**config.mk**
```make
export PLATFORM = sky130hd
export DESIGN_NAME = hop_set_generator_flat
export DESIGN_NICKNAME = d
export VERILOG_FILES = /design/src/hw/rtl/hsg_pkg.sv /design/src/hw/rtl/hsg_if.sv /design/src/hw/rtl/hsg_mul.sv /design/src/hw/rtl/hsg_chk.sv /design/src/hw/rtl/hop_set_generator.sv /design/src/flat_wrapper.sv
export SDC_FILE = /design/constraint.sdc
export NUM_CORES = 2
export LEC_CHECK = 0
export BUFFER_PORTS_ARGS = -buffer_cell sky130_fd_sc_hd__buf_2
export CAP_MARGIN = 20
export CORE_ASPECT_RATIO = 1.25
export CORE_MARGIN = 8
export CORE_UTILIZATION = 50
export CTS_CLUSTER_DIAMETER = 200
export CTS_CLUSTER_SIZE = 40
export DETAILED_ROUTE_END_ITERATION = 6
export PLACE_DENSITY = 0.8
export SETUP_SLACK_MARGIN = 0.1
export SLEW_MARGIN = 40
export SYNTH_ARGS = -nofsm -noshare
export SYNTH_HDL_FRONTEND = slang
export SYNTH_SLANG_ARGS = --single-unit
export TNS_END_PERCENT = 1
```
**constraint.sdc**
```tcl
create_clock -name clk -period 8.5 [get_ports clk]
set_clock_uncertainty 0.1 [all_clocks]
set_input_delay 0.425 -clock clk [delete_from_list [all_inputs] [get_ports clk]]
set_output_delay 0.425 -clock clk [all_outputs]
set_load 0.03 [all_outputs]
```
**src/hw/rtl/hsg_pkg.sv**
```systemverilog
// hsg_pkg: shared constants and types of the hop set generator.
// Used by the interfaces, the channel check unit and the top level.
`timescale 1ns / 1ps
`default_nettype none

package hsg_pkg;

  localparam int HOP_COUNT_DEF = 16;
  localparam int NUM_BANDS_DEF = 4;

  localparam int SEED_W  = 32;
  localparam int CHAN_W  = 8;
  localparam int INDEX_W = 4;
  localparam int LIMIT_W = 20;
  localparam int CNT_W   = 3;
  localparam int PROD_W  = 64;

  localparam logic [LIMIT_W-1:0] LIMIT_RESET = 20'd100000;

  localparam logic [SEED_W-1:0] GEN_MUL = 32'h0019660d;
  localparam logic [SEED_W-1:0] GEN_ADD = 32'h3c6ef35f;

  localparam int BAND_WIDTH = 42;
  localparam logic [CNT_W-1:0] BAND_CAP = 3'd5;

  // x mod 168 is done as ((x >> 3) mod 21) * 8 + (x & 7); the mod 21 uses
  // a floor reciprocal, which leaves the quotient at most one short.
  localparam int MOD_FACTOR  = 21;
  localparam int RECIP_SHIFT = 34;
  localparam logic [SEED_W-1:0] RECIP21 =
    32'((64'd1 << RECIP_SHIFT) / 64'(MOD_FACTOR));

  typedef struct packed {
    logic              clear;
    logic              commit;
    logic              parity;
    logic [CHAN_W-1:0] r168;
  } hsg_chk_ctrl_t;

  typedef struct packed {
    logic              ok;
    logic [CHAN_W-1:0] cand;
  } hsg_chk_stat_t;

endpackage

`default_nettype wire

```
**src/hw/rtl/hsg_if.sv**
```systemverilog
// hsg_if: valid/ready channels for seed requests and hop results.
// Depends on hsg_pkg for the field widths.
`timescale 1ns / 1ps
`default_nettype none

interface hsg_seed_if;
  logic                      valid;
  logic                      ready;
  logic [hsg_pkg::SEED_W-1:0] seed;

  modport source(output valid, output seed, input ready);
  modport sink(input valid, input seed, output ready);
endinterface

interface hsg_hop_if;
  logic                       valid;
  logic                       ready;
  logic [hsg_pkg::CHAN_W-1:0]  hop_channel;
  logic [hsg_pkg::INDEX_W-1:0] hop_index;
  logic                       last;
  logic                       failed;

  modport source(output valid, output hop_channel, output hop_index, output last,
                 output failed, input ready);
  modport sink(input valid, input hop_channel, input hop_index, input last,
               input failed, output ready);
endinterface

`default_nettype wire

```
**src/hw/rtl/hsg_mul.sv**
```systemverilog
// hsg_mul: shared 32x32 multiplier with registered product.
// Serves both the generator step and the reciprocal reduction; uses hsg_pkg.
`timescale 1ns / 1ps
`default_nettype none

module hsg_mul (
  input  wire logic                       clk,
  input  wire logic                       en,
  input  wire logic [hsg_pkg::SEED_W-1:0] a,
  input  wire logic [hsg_pkg::SEED_W-1:0] b,
  output logic      [hsg_pkg::PROD_W-1:0] p_r
);
  import hsg_pkg::*;

  always_ff @(posedge clk) begin
    if (en) begin
      p_r <= PROD_W'(a) * PROD_W'(b);
    end
  end

endmodule

`default_nettype wire

```
**src/hw/rtl/hsg_chk.sv**
```systemverilog
// hsg_chk: hop store, per-band counts and the candidate accept test.
// Depends on hsg_pkg for the control and status structs.
`timescale 1ns / 1ps
`default_nettype none

module hsg_chk #(
  parameter int HOP_COUNT = hsg_pkg::HOP_COUNT_DEF,
  parameter int NUM_BANDS = hsg_pkg::NUM_BANDS_DEF,
  parameter int FW = $clog2(HOP_COUNT + 1),
  parameter int IW = (HOP_COUNT > 1) ? $clog2(HOP_COUNT) : 1
) (
  input  wire logic                   clk,
  input  wire logic                   rst_n,
  input  wire hsg_pkg::hsg_chk_ctrl_t ctrl,
  input  wire logic [FW-1:0]          fill,
  input  wire logic [IW-1:0]          rd_idx,
  output logic [hsg_pkg::CHAN_W-1:0]  rd_chan,
  output hsg_pkg::hsg_chk_stat_t      stat
);
  import hsg_pkg::*;

  localparam int BW = (NUM_BANDS > 1) ? $clog2(NUM_BANDS) : 1;

  logic [CHAN_W-1:0] store_r [HOP_COUNT];
  logic [CNT_W-1:0]  cnt_r   [NUM_BANDS];
  logic [CHAN_W-1:0] cand;
  logic [1:0]        raw;
  logic [BW-1:0]     band;
  logic              dup;

  always_comb begin
    cand = ctrl.r168 + 8'd1;
    if (ctrl.r168 >= 8'(3 * BAND_WIDTH)) begin
      raw = 2'd3;
    end else if (ctrl.r168 >= 8'(2 * BAND_WIDTH)) begin
      raw = 2'd2;
    end else if (ctrl.r168 >= 8'(BAND_WIDTH)) begin
      raw = 2'd1;
    end else begin
      raw = 2'd0;
    end
    if (int'(raw) > NUM_BANDS - 1) begin
      band = BW'(NUM_BANDS - 1);
    end else begin
      band = BW'(raw);
    end
    dup = 1'b0;
    for (int i = 0; i < HOP_COUNT; i++) begin
      if ((FW'(i) < fill) && (store_r[i] == cand)) begin
        dup = 1'b1;
      end
    end
    stat.cand = cand;
    stat.ok   = (cand[0] != ctrl.parity) && !dup && (cnt_r[band] < BAND_CAP);
  end

  assign rd_chan = store_r[rd_idx];

  always_ff @(posedge clk) begin
    if (ctrl.commit) begin
      store_r[fill[IW-1:0]] <= cand;
    end
  end

  always_ff @(posedge clk) begin
    if (!rst_n || ctrl.clear) begin
      for (int j = 0; j < NUM_BANDS; j++) begin
        cnt_r[j] <= '0;
      end
    end else if (ctrl.commit) begin
      cnt_r[band] <= cnt_r[band] + 3'd1;
    end
  end

endmodule

`default_nettype wire

```
**src/hw/rtl/hop_set_generator.sv**
```systemverilog
// hop_set_generator: builds a hop channel set from a seed request.
//
// Channels: in_ch (seed requests) and out_ch (hop results), both valid/ready;
// a transfer happens on a rising edge with valid and ready high. cfg_wr_en
// with cfg_wr_data writes the attempt limit (reset 100000); write it only
// while the block is idle.
// One request at a time: in_ch.ready is high only while idle. Each draw
// steps through states DRAW, LCG, SHIFT, MULR, RED and CHECK, all sequenced
// around the one shared multiplier (generator step, then reciprocal mod-168
// reduction); a seed makes all its draws before the first result, and
// failure follows once limit draws have been made.
// Results: HOP_COUNT results, one per cycle while out_ch.ready is high,
// last set on the final one; or one result with failed and last set.
// A stalled receiver simply holds the current result; nothing is dropped.
// Reset (rst_n low, synchronous) returns to idle and restores the limit.
// Depends on hsg_pkg, hsg_if, hsg_mul and hsg_chk.
`timescale 1ns / 1ps
`default_nettype none

module hop_set_generator #(
  parameter int HOP_COUNT = hsg_pkg::HOP_COUNT_DEF,
  parameter int NUM_BANDS = hsg_pkg::NUM_BANDS_DEF
) (
  input  wire logic                        clk,
  input  wire logic                        rst_n,
  input  wire logic                        cfg_wr_en,
  input  wire logic [hsg_pkg::LIMIT_W-1:0] cfg_wr_data,
  hsg_seed_if.sink                         in_ch,
  hsg_hop_if.source                        out_ch
);
  import hsg_pkg::*;

  localparam int FW = $clog2(HOP_COUNT + 1);
  localparam int IW = (HOP_COUNT > 1) ? $clog2(HOP_COUNT) : 1;

  localparam logic [3:0] S_IDLE  = 4'd0;
  localparam logic [3:0] S_DRAW  = 4'd1;
  localparam logic [3:0] S_LCG   = 4'd2;
  localparam logic [3:0] S_SHIFT = 4'd3;
  localparam logic [3:0] S_MULR  = 4'd4;
  localparam logic [3:0] S_RED   = 4'd5;
  localparam logic [3:0] S_CHECK = 4'd6;
  localparam logic [3:0] S_OUT   = 4'd7;
  localparam logic [3:0] S_FAIL  = 4'd8;

  logic [3:0]        state_r, state_nxt;
  logic [LIMIT_W-1:0] limit_r;
  logic [LIMIT_W-1:0] attempt_r, attempt_nxt;
  logic [FW-1:0]     fill_r, fill_nxt;
  logic [IW-1:0]     out_idx_r, out_idx_nxt;
  logic [SEED_W-1:0] lcg_r, lcg_nxt;
  logic [SEED_W-1:0] x_r, x_nxt;
  logic [CHAN_W-1:0] r168_r, r168_nxt;
  logic              parity_r, parity_nxt;

  logic              mul_en;
  logic [SEED_W-1:0] mul_a, mul_b;
  logic [PROD_W-1:0] mul_p;

  hsg_chk_ctrl_t     chk_ctrl;
  hsg_chk_stat_t     chk_stat;
  logic [CHAN_W-1:0] rd_chan;

  logic [5:0]        q6, qm6, r21a, r21;
  logic [SEED_W-1:0] idx_ext;

  hsg_mul u_mul (
    .clk (clk),
    .en  (mul_en),
    .a   (mul_a),
    .b   (mul_b),
    .p_r (mul_p)
  );

  hsg_chk #(
    .HOP_COUNT (HOP_COUNT),
    .NUM_BANDS (NUM_BANDS),
    .FW        (FW),
    .IW        (IW)
  ) u_chk (
    .clk     (clk),
    .rst_n   (rst_n),
    .ctrl    (chk_ctrl),
    .fill    (fill_r),
    .rd_idx  (out_idx_r),
    .rd_chan (rd_chan),
    .stat    (chk_stat)
  );

  // mod-21 correction of the reciprocal quotient; only 6 low bits matter
  always_comb begin
    q6   = mul_p[RECIP_SHIFT+5:RECIP_SHIFT];
    qm6  = 6'(12'(q6) * 12'(MOD_FACTOR));
    r21a = x_r[8:3] - qm6;
    if (r21a >= 6'(MOD_FACTOR)) begin
      r21 = r21a - 6'(MOD_FACTOR);
    end else begin
      r21 = r21a;
    end
  end

  always_comb begin
    mul_en = (state_r == S_DRAW) || (state_r == S_MULR);
    if (state_r == S_DRAW) begin
      mul_a = lcg_r;
      mul_b = GEN_MUL;
    end else begin
      mul_a = {3'b000, x_r[SEED_W-1:3]};
      mul_b = RECIP21;
    end
  end

  always_comb begin
    state_nxt   = state_r;
    attempt_nxt = attempt_r;
    fill_nxt    = fill_r;
    out_idx_nxt = out_idx_r;
    lcg_nxt     = lcg_r;
    x_nxt       = x_r;
    r168_nxt    = r168_r;
    parity_nxt  = parity_r;

    chk_ctrl.clear  = 1'b0;
    chk_ctrl.commit = 1'b0;
    chk_ctrl.parity = parity_r;
    chk_ctrl.r168   = r168_r;

    in_ch.ready        = 1'b0;
    out_ch.valid       = 1'b0;
    out_ch.hop_channel = '0;
    out_ch.hop_index   = '0;
    out_ch.last        = 1'b0;
    out_ch.failed      = 1'b0;
    idx_ext            = 32'(out_idx_r);

    case (state_r)
      S_IDLE: begin
        in_ch.ready = 1'b1;
        if (in_ch.valid) begin
          lcg_nxt        = in_ch.seed;
          parity_nxt     = in_ch.seed[0];
          fill_nxt       = '0;
          attempt_nxt    = '0;
          chk_ctrl.clear = 1'b1;
          state_nxt      = S_DRAW;
        end
      end
      S_DRAW: begin
        if (attempt_r >= limit_r) begin
          state_nxt = S_FAIL;
        end else begin
          attempt_nxt = attempt_r + 20'd1;
          state_nxt   = S_LCG;
        end
      end
      S_LCG: begin
        lcg_nxt   = mul_p[SEED_W-1:0] + GEN_ADD;
        state_nxt = S_SHIFT;
      end
      S_SHIFT: begin
        x_nxt     = lcg_r >> fill_r;
        state_nxt = S_MULR;
      end
      S_MULR: begin
        state_nxt = S_RED;
      end
      S_RED: begin
        r168_nxt  = {r21[4:0], x_r[2:0]};
        state_nxt = S_CHECK;
      end
      S_CHECK: begin
        state_nxt = S_DRAW;
        if (chk_stat.ok) begin
          chk_ctrl.commit = 1'b1;
          fill_nxt        = fill_r + FW'(1);
          if (fill_r == FW'(HOP_COUNT - 1)) begin
            out_idx_nxt = '0;
            state_nxt   = S_OUT;
          end
        end
      end
      S_OUT: begin
        out_ch.valid       = 1'b1;
        out_ch.hop_channel = rd_chan;
        out_ch.hop_index   = idx_ext[INDEX_W-1:0];
        out_ch.last        = (out_idx_r == IW'(HOP_COUNT - 1));
        if (out_ch.ready) begin
          if (out_idx_r == IW'(HOP_COUNT - 1)) begin
            state_nxt = S_IDLE;
          end else begin
            out_idx_nxt = out_idx_r + IW'(1);
          end
        end
      end
      S_FAIL: begin
        out_ch.valid  = 1'b1;
        out_ch.last   = 1'b1;
        out_ch.failed = 1'b1;
        if (out_ch.ready) begin
          state_nxt = S_IDLE;
        end
      end
      default: begin
        state_nxt = S_IDLE;
      end
    endcase
  end

  always_ff @(posedge clk) begin
    if (!rst_n) begin
      state_r   <= S_IDLE;
      limit_r   <= LIMIT_RESET;
      attempt_r <= '0;
      fill_r    <= '0;
      out_idx_r <= '0;
      lcg_r     <= '0;
    end else begin
      state_r   <= state_nxt;
      attempt_r <= attempt_nxt;
      fill_r    <= fill_nxt;
      out_idx_r <= out_idx_nxt;
      lcg_r     <= lcg_nxt;
      if (cfg_wr_en) begin
        limit_r <= cfg_wr_data;
      end
    end
  end

  always_ff @(posedge clk) begin
    x_r      <= x_nxt;
    r168_r   <= r168_nxt;
    parity_r <= parity_nxt;
  end

  // one request in flight: never ready while a result is offered
  a_single_request: assert property (@(posedge clk) disable iff (!rst_n)
    in_ch.ready |-> !out_ch.valid)
    else $error("request taken while results pending");

  a_fail_is_last: assert property (@(posedge clk) disable iff (!rst_n)
    (out_ch.valid && out_ch.failed) |-> (out_ch.last && out_ch.hop_channel == '0))
    else $error("failure result malformed");

  a_chan_range: assert property (@(posedge clk) disable iff (!rst_n)
    (out_ch.valid && !out_ch.failed) |->
      (out_ch.hop_channel != '0 && out_ch.hop_channel <= 8'd168))
    else $error("hop channel out of range");

  a_fill_bound: assert property (@(posedge clk) disable iff (!rst_n)
    (state_r == S_CHECK) |-> (fill_r < FW'(HOP_COUNT)))
    else $error("fill index past set size");

  a_attempt_bound: assert property (@(posedge clk) disable iff (!rst_n)
    (state_r == S_LCG) |-> (attempt_r <= limit_r && attempt_r != '0))
    else $error("draw beyond attempt limit");

endmodule

`default_nettype wire

```
**src/flat_wrapper.sv**
```systemverilog
// flat-port wrapper written by rule: the top's interface ports become plain ports
module hop_set_generator_flat import hsg_pkg::*;
#(
  parameter int HOP_COUNT = hsg_pkg::HOP_COUNT_DEF,
  parameter int NUM_BANDS = hsg_pkg::NUM_BANDS_DEF
)
  (clk, rst_n, cfg_wr_en, cfg_wr_data, in_ch_valid, in_ch_seed, in_ch_ready, out_ch_valid, out_ch_hop_channel, out_ch_hop_index, out_ch_last, out_ch_failed, out_ch_ready);
  hsg_seed_if in_ch_i ();
  hsg_hop_if out_ch_i ();
  input  wire logic clk;
  input  wire logic rst_n;
  input  wire logic cfg_wr_en;
  input  wire logic [hsg_pkg::LIMIT_W-1:0] cfg_wr_data;
  input wire logic [$bits(in_ch_i.valid)-1:0] in_ch_valid;
  input wire logic [$bits(in_ch_i.seed)-1:0] in_ch_seed;
  output wire logic [$bits(in_ch_i.ready)-1:0] in_ch_ready;
  output wire logic [$bits(out_ch_i.valid)-1:0] out_ch_valid;
  output wire logic [$bits(out_ch_i.hop_channel)-1:0] out_ch_hop_channel;
  output wire logic [$bits(out_ch_i.hop_index)-1:0] out_ch_hop_index;
  output wire logic [$bits(out_ch_i.last)-1:0] out_ch_last;
  output wire logic [$bits(out_ch_i.failed)-1:0] out_ch_failed;
  input wire logic [$bits(out_ch_i.ready)-1:0] out_ch_ready;
  assign in_ch_i.valid = in_ch_valid;
  assign in_ch_i.seed = in_ch_seed;
  assign in_ch_ready = in_ch_i.ready;
  assign out_ch_valid = out_ch_i.valid;
  assign out_ch_hop_channel = out_ch_i.hop_channel;
  assign out_ch_hop_index = out_ch_i.hop_index;
  assign out_ch_last = out_ch_i.last;
  assign out_ch_failed = out_ch_i.failed;
  assign out_ch_i.ready = out_ch_ready;
  hop_set_generator #(.HOP_COUNT(HOP_COUNT), .NUM_BANDS(NUM_BANDS)) u_core (.clk(clk), .rst_n(rst_n), .cfg_wr_en(cfg_wr_en), .cfg_wr_data(cfg_wr_data), .in_ch(in_ch_i), .out_ch(out_ch_i));
endmodule
```
Word level (Yosys, flattened, before mapping)
Memories as Yosys holds them, arrays and structs flattened. A register that Yosys moved wholly into a read port is not among the register bits. Cells that the tools add are included.

Add/subtract/negate cells: 8. Multiply operators: 2. Order comparisons: 22. Equality and inequality tests: 35. Shift operators: 1. Mux-type cells: 64. Reduce and logical (&&, ||, !) cells: 35.

Operators with widths (count): == test 8 bit (16); 2-to-1 mux 32 bit (2); case mux 32 bit (2 select lines) (1); 2-to-1 mux 4 bit (13); < comparator 4 x 5 -> 1 bit, first input constant (8); multiplier 32 x 30 -> 40 bit (1); 2-to-1 mux 20 bit (2); case mux 20 bit (2 select lines) (1); case mux 4 bit (9 select lines) (1); adder 32 x 30 -> 32 bit, second input constant (1); right shift 32 x 5 -> 32 bit (1); 2-to-1 mux 1 bit (31); 2-to-1 mux 30 bit (1); adder 20 x 1 -> 20 bit, second input constant (1); greater-or-equal comparator 20 bit (1); < comparator 3 x 5 -> 1 bit, first input constant (4); logical AND 1 bit (18); == test 4 x 3 -> 1 bit, second input constant (4); greater-or-equal comparator 8 x 7 -> 1 bit, second input constant (2); 2-to-1 mux 5 bit (3); < comparator 1 x 5 -> 1 bit, first input constant (2); < comparator 2 x 5 -> 1 bit, first input constant (2); != test 2 bit, second input constant (5); case mux 5 bit (2 select lines) (1); 31 further kinds (45).

Bits in registers: 166. Bits in writable memories: 140. Input port bits: 57. Output and inout port bits: 16. Memories kept: 2.

Memories: u_core.u_chk.store_r (depth 16, width 8, read ports 17, clocked after memory_dff 1, wr ports 1, line hsg_chk.sv:24) `logic [CHAN_W-1:0] store_r [HOP_COUNT];`; u_core.u_chk.cnt_r (depth 4, width 3, read ports 1, clocked after memory_dff 0, wr ports 4, line hsg_chk.sv:25) `logic [CNT_W-1:0] cnt_r [NUM_BANDS];`.

Logic depth before layout (Yosys ltp)
Depth after elaboration: 29. Gate-level depth with buffers: 34.

Hierarchy
A second synthesis with hierarchy kept.

Cell total of the unflattened synthesis: 5408. Area, all modules: 52092.5 sq um.

Modules (own cells, without submodules): hsg_mul (times used 1, cells each 3779, area an instance 35326.4 sq um, sequential area each 1921.8 sq um); hop_set_generator (times used 1, cells each 1026, area an instance 8694.6 sq um, sequential area each 2932.8 sq um); hsg_chk (times used 1, cells each 603, area an instance 8071.5 sq um, sequential area each 4204.0 sq um).

Least setup slack after synthesis
OpenSTA, ideal clock, no wires.

Path type: reg-to-reg. Start point: register u_core.state_r[3]. End point: register u_core.u_mul.p_r[39] (netlist name), data pin. Data arrival time: 7945 ps. Required time: 8140 ps. Path slack: 195 ps. Cell stages (with the launch flop): 30. Clock period less this slack: 8305 ps. Cell sequence: dfxtp_1 -> clkbuf_1 -> nand2b_1 -> nor3_1 -> clkbuf_1 -> clkbuf_1 -> buf_1 -> nor2_1 -> fa_1 -> ha_1 -> fa_1 -> inv_1 -> fa_1 -> inv_1 -> ha_1 -> ha_1 -> fa_1 -> inv_1 -> fa_1 -> inv_1 -> ha_1 -> a21o_1 -> a21o_1 -> or2_2 -> a22o_1 -> a221o_1 -> a2111oi_0 -> o21bai_1 -> a21oi_1 -> xnor2_1.

Cells in the longest elaborated chain, start to end: 3.

RTL lines: start, declared (line hop_set_generator.sv:46) `logic [3:0] state_r, state_nxt;`; start signal, assigned (line hop_set_generator.sv:218) `state_r <= state_nxt;`; == test 4 x 1 -> 1 bit * (line hop_set_generator.sv:104) `if (state_r == S_DRAW) begin`; 2-to-1 mux 32 bit or 2-to-1 mux 30 bit (tied branches) (line hop_set_generator.sv:104); multiplier 32 x 30 -> 40 bit * (line hsg_mul.sv:17) `p_r <= PROD_W'(a) * PROD_W'(b);`; end signal, assigned (line hsg_mul.sv:17); end, declared (line hsg_mul.sv:11) `output logic [hsg_pkg::PROD_W-1:0] p_r`.

Mark *: on every way between the ends. The rest lies on a longest branch, timed or not. A chain may end at the register's enable or synchronous reset.

Worst setup path after layout
Ends and elaborated chain as after synthesis.

==> out/results.tsv <==
metric	value	unit
synth-to-layout area growth	6.07	%
Routed met2 length	46400	um
vias in the first global route	25300	
Vias	24200	
sequential area share after synthesis	26.0	%
Clock Sink Count	308	
initial antenna violation count	3	
cell at the slowest stage of the critical path	fa_1	
Slew @ Worst Pin	801	ps
Antenna Nets Post-Route	0	
1st-iter DRT viols	2032	
synthesized area per cell	9.90	um^2
I/O Buffers	72	
Clock Root Buffer	clkbuf_16	
setup violators final	0	
Fin Setup TNS	0	ps
critical path required time	8690	ps
synth cell count leaders	640 x inv_1, 315 x ha_1, 309 x fa_1, 234 x nand2_1, 219 x edfxtp_1	
CTS Buf Count	11	
Chip Width	243	um
filler cell count in the final layout	5664	
Clock Latency Late Sink	520	ps
Initial Utilization	50.2	%
die area	0.0727	mm^2
critical path peak fanout	18	
fin crit share	95.2	%
gpl congestion	1.06	
CP dominant cell by count	fa_1	
Routed wire per std cell	22.8	um
element type at the critical path end	register	
Sequential Area	0.00836	mm^2
RSZ-0062 raised after global routing	no	
total grt overflow	0	
Synth top area share	20.5	%
Crit Path Class	register to register	
Max Used Layer	met5	
Synth area leaders	edfxtp_1 20%, fa_1 19%, ha_1 12%, inv_1 7.5%, dfxtp_1 5.5%	
R2R setup slack	410	ps
ys async rst share	0	%
area of the multi-input gates	0.0210	mm^2
CTS tree	yes	
CTS Buffer Depth	3	
core area	0.0640	mm^2
post-place setup slack	359	ps
WHS	9.52	ps
Post-Syn Instances	3249	
Worst Path Arrival	8280	ps
CP startpoint kind	register	
nets	3971	
proportion of layout cells with a drive suffix above 1	8.50	%
crit path time final	8090	ps
final hold vios	0	
htree depth	1	
Max-Cap Viols	0	
I/O pins	73	
status	finished clean	
pin count of the biggest net entering global routing	52	
ys flop type	edfxtp_1	
Die Y	300	um
Max transition margin	46.2	%
Ys Warns	0	
Met3 Wirelength	6460	um
most frequent cell after synthesis	inv_1	
delay of the slowest critical-path stage	560	ps
drt drc	0	
number of synthesized flops with an enable pin	219	
Yosys top cell by area	edfxtp_1	
first-pass GRT wire length	146000	um
worst setup slack after layout	409	ps
Via density	5.84	
Syn Std Cell Area	0.0322	mm^2
Post-DP HPWL	77200	um
fmax	124	MHz
num rows	104	
final wirelength	94300	um
Metal-1 WL	34300	um
drt pass-1 iters	5	
Hold WC Path Type	input port to register	
Yosys cell types	86	
Total GRT Usage	25.7	%
#FFs+latches synth	308	
Clk pin slew, worst setup/hold paths	150	ps
Final Max Slew Viols	0	
path summary, 6_finish.rpt:
| kind | from | endpoint | cells past startpoint |
|---|---|---|---|
| setup / recovery | u_core.state_r[3] | u_core.u_mul.p_r[39] | 28 |
| hold reg to reg | u_core.x_r[0] | u_core.r168_r[0] | 0 |
| setup reg to reg | u_core.state_r[3] | u_core.u_mul.p_r[39] | 28 |
| hold / removal | cfg_wr_data[5] | u_core.limit_r[5] | 3 |
critical path: cells and delay by family, from the launching register on:
kind	cells	cell delay, ps
AOI/OAI and AO/OA	8	1730
adders and majority gates	9	4030
buffers and inverters	6	650
and+or+nand+nor	4	900
DFF	1	350
xor gates and xnor gates	1	80
timing repair:
action	CTS	global route
resized for setup	0	7
hold buffers	1	0
setup endpoints to repair	0	2
endpoints found under the hold margin	1	0
setup buffers	0	1
flip-flops by register name, indices dropped and copies added, names as in the netlist, named ones only:
name / flops
u_core.limit_r: 20
u_core.x_r: 32
u_core.lcg_r: 32
u_core.out_idx_r: 4
u_core.parity_r: 1
u_core.attempt_r: 20
u_core.u_chk.cnt_r: 12
u_core.state_r: 4
u_core.u_mul.p_r: 38
u_core.fill_r: 5
u_core.r168_r: 8
u_core.u_chk.store_r: 128
layout make-up:
class                           instances  share of cell area, %
Antenna cell                            1                0.00734
Multi-Input combinational cell       2175                   61.5
Timing Repair Buffer                  153                   2.91
Sequential cell                       308                   24.5
Inverter                              641                   7.05
Tap cell                              848                   3.11
Clock inverter                          1                 0.0477
Clock buffer                           16                  0.862
through the flow:
| stage | util (%) | cell area [um^2] | cells |
|---|---|---|---|
| after floorplan | - | 32200 | 3255 |
| after global placement | 52.6 | 33700 | 4121 |
| after detailed placement | 52.7 | 33700 | 4122 |
| after CTS | 53.2 | 34000 | 4140 |
| after global routing | 53.3 | 34100 | 4142 |
| final | 53.3 | 34100 | 4143 |
per-layer routing:
metal | global-route usage, % | vias up
met3 | 3.38 | 345
met4 | 16.1 | 4
met5 | 0 | -
met1 | 30.0 | 11800
met2 | 44.6 | 1130
li1 | - | 10900
cells by family (layout without fill, tap and decap cells):
group	count (synthesis)	count (layout)	synth area share (%)
AND/OR/NAND/NOR	726	726	10.9
AO/OA/AOI/OAI	440	440	9.00
flip-flops	308	308	26.0
buffers and inverters	772	811	9.28
XOR/XNOR	269	269	7.77
multiplexers	108	108	5.50
other	2	9	0.0234
adder cells (fa/ha/maj)	624	624	31.5
cells in the final DEF (no fill, tap or decap), drive strengths merged, types with 12 or more instances in the layout:
cell type and count:
a21oi 111, nand2b 32, xor2 98, a311oi 13, fa 309, or4 14
ha 315, nor2b 13, buf 151, a21o 40, dfxtp 89, mux4 54
edfxtp 219, a211oi 21, or3 16, nor4 22, nand4 17, o21a 16
and2 29, o211ai 20, mux2i 44, nor2 165, nand3 55, nor3 44
o21ai 100, o22ai 12, nand2 234, clkbuf 17, and3 51, or2 13
xnor2 164, inv 641
Power is left out: the tool's default activity adds up to more than one toggle a clock period on the data nets, which glitch-free logic cannot reach.
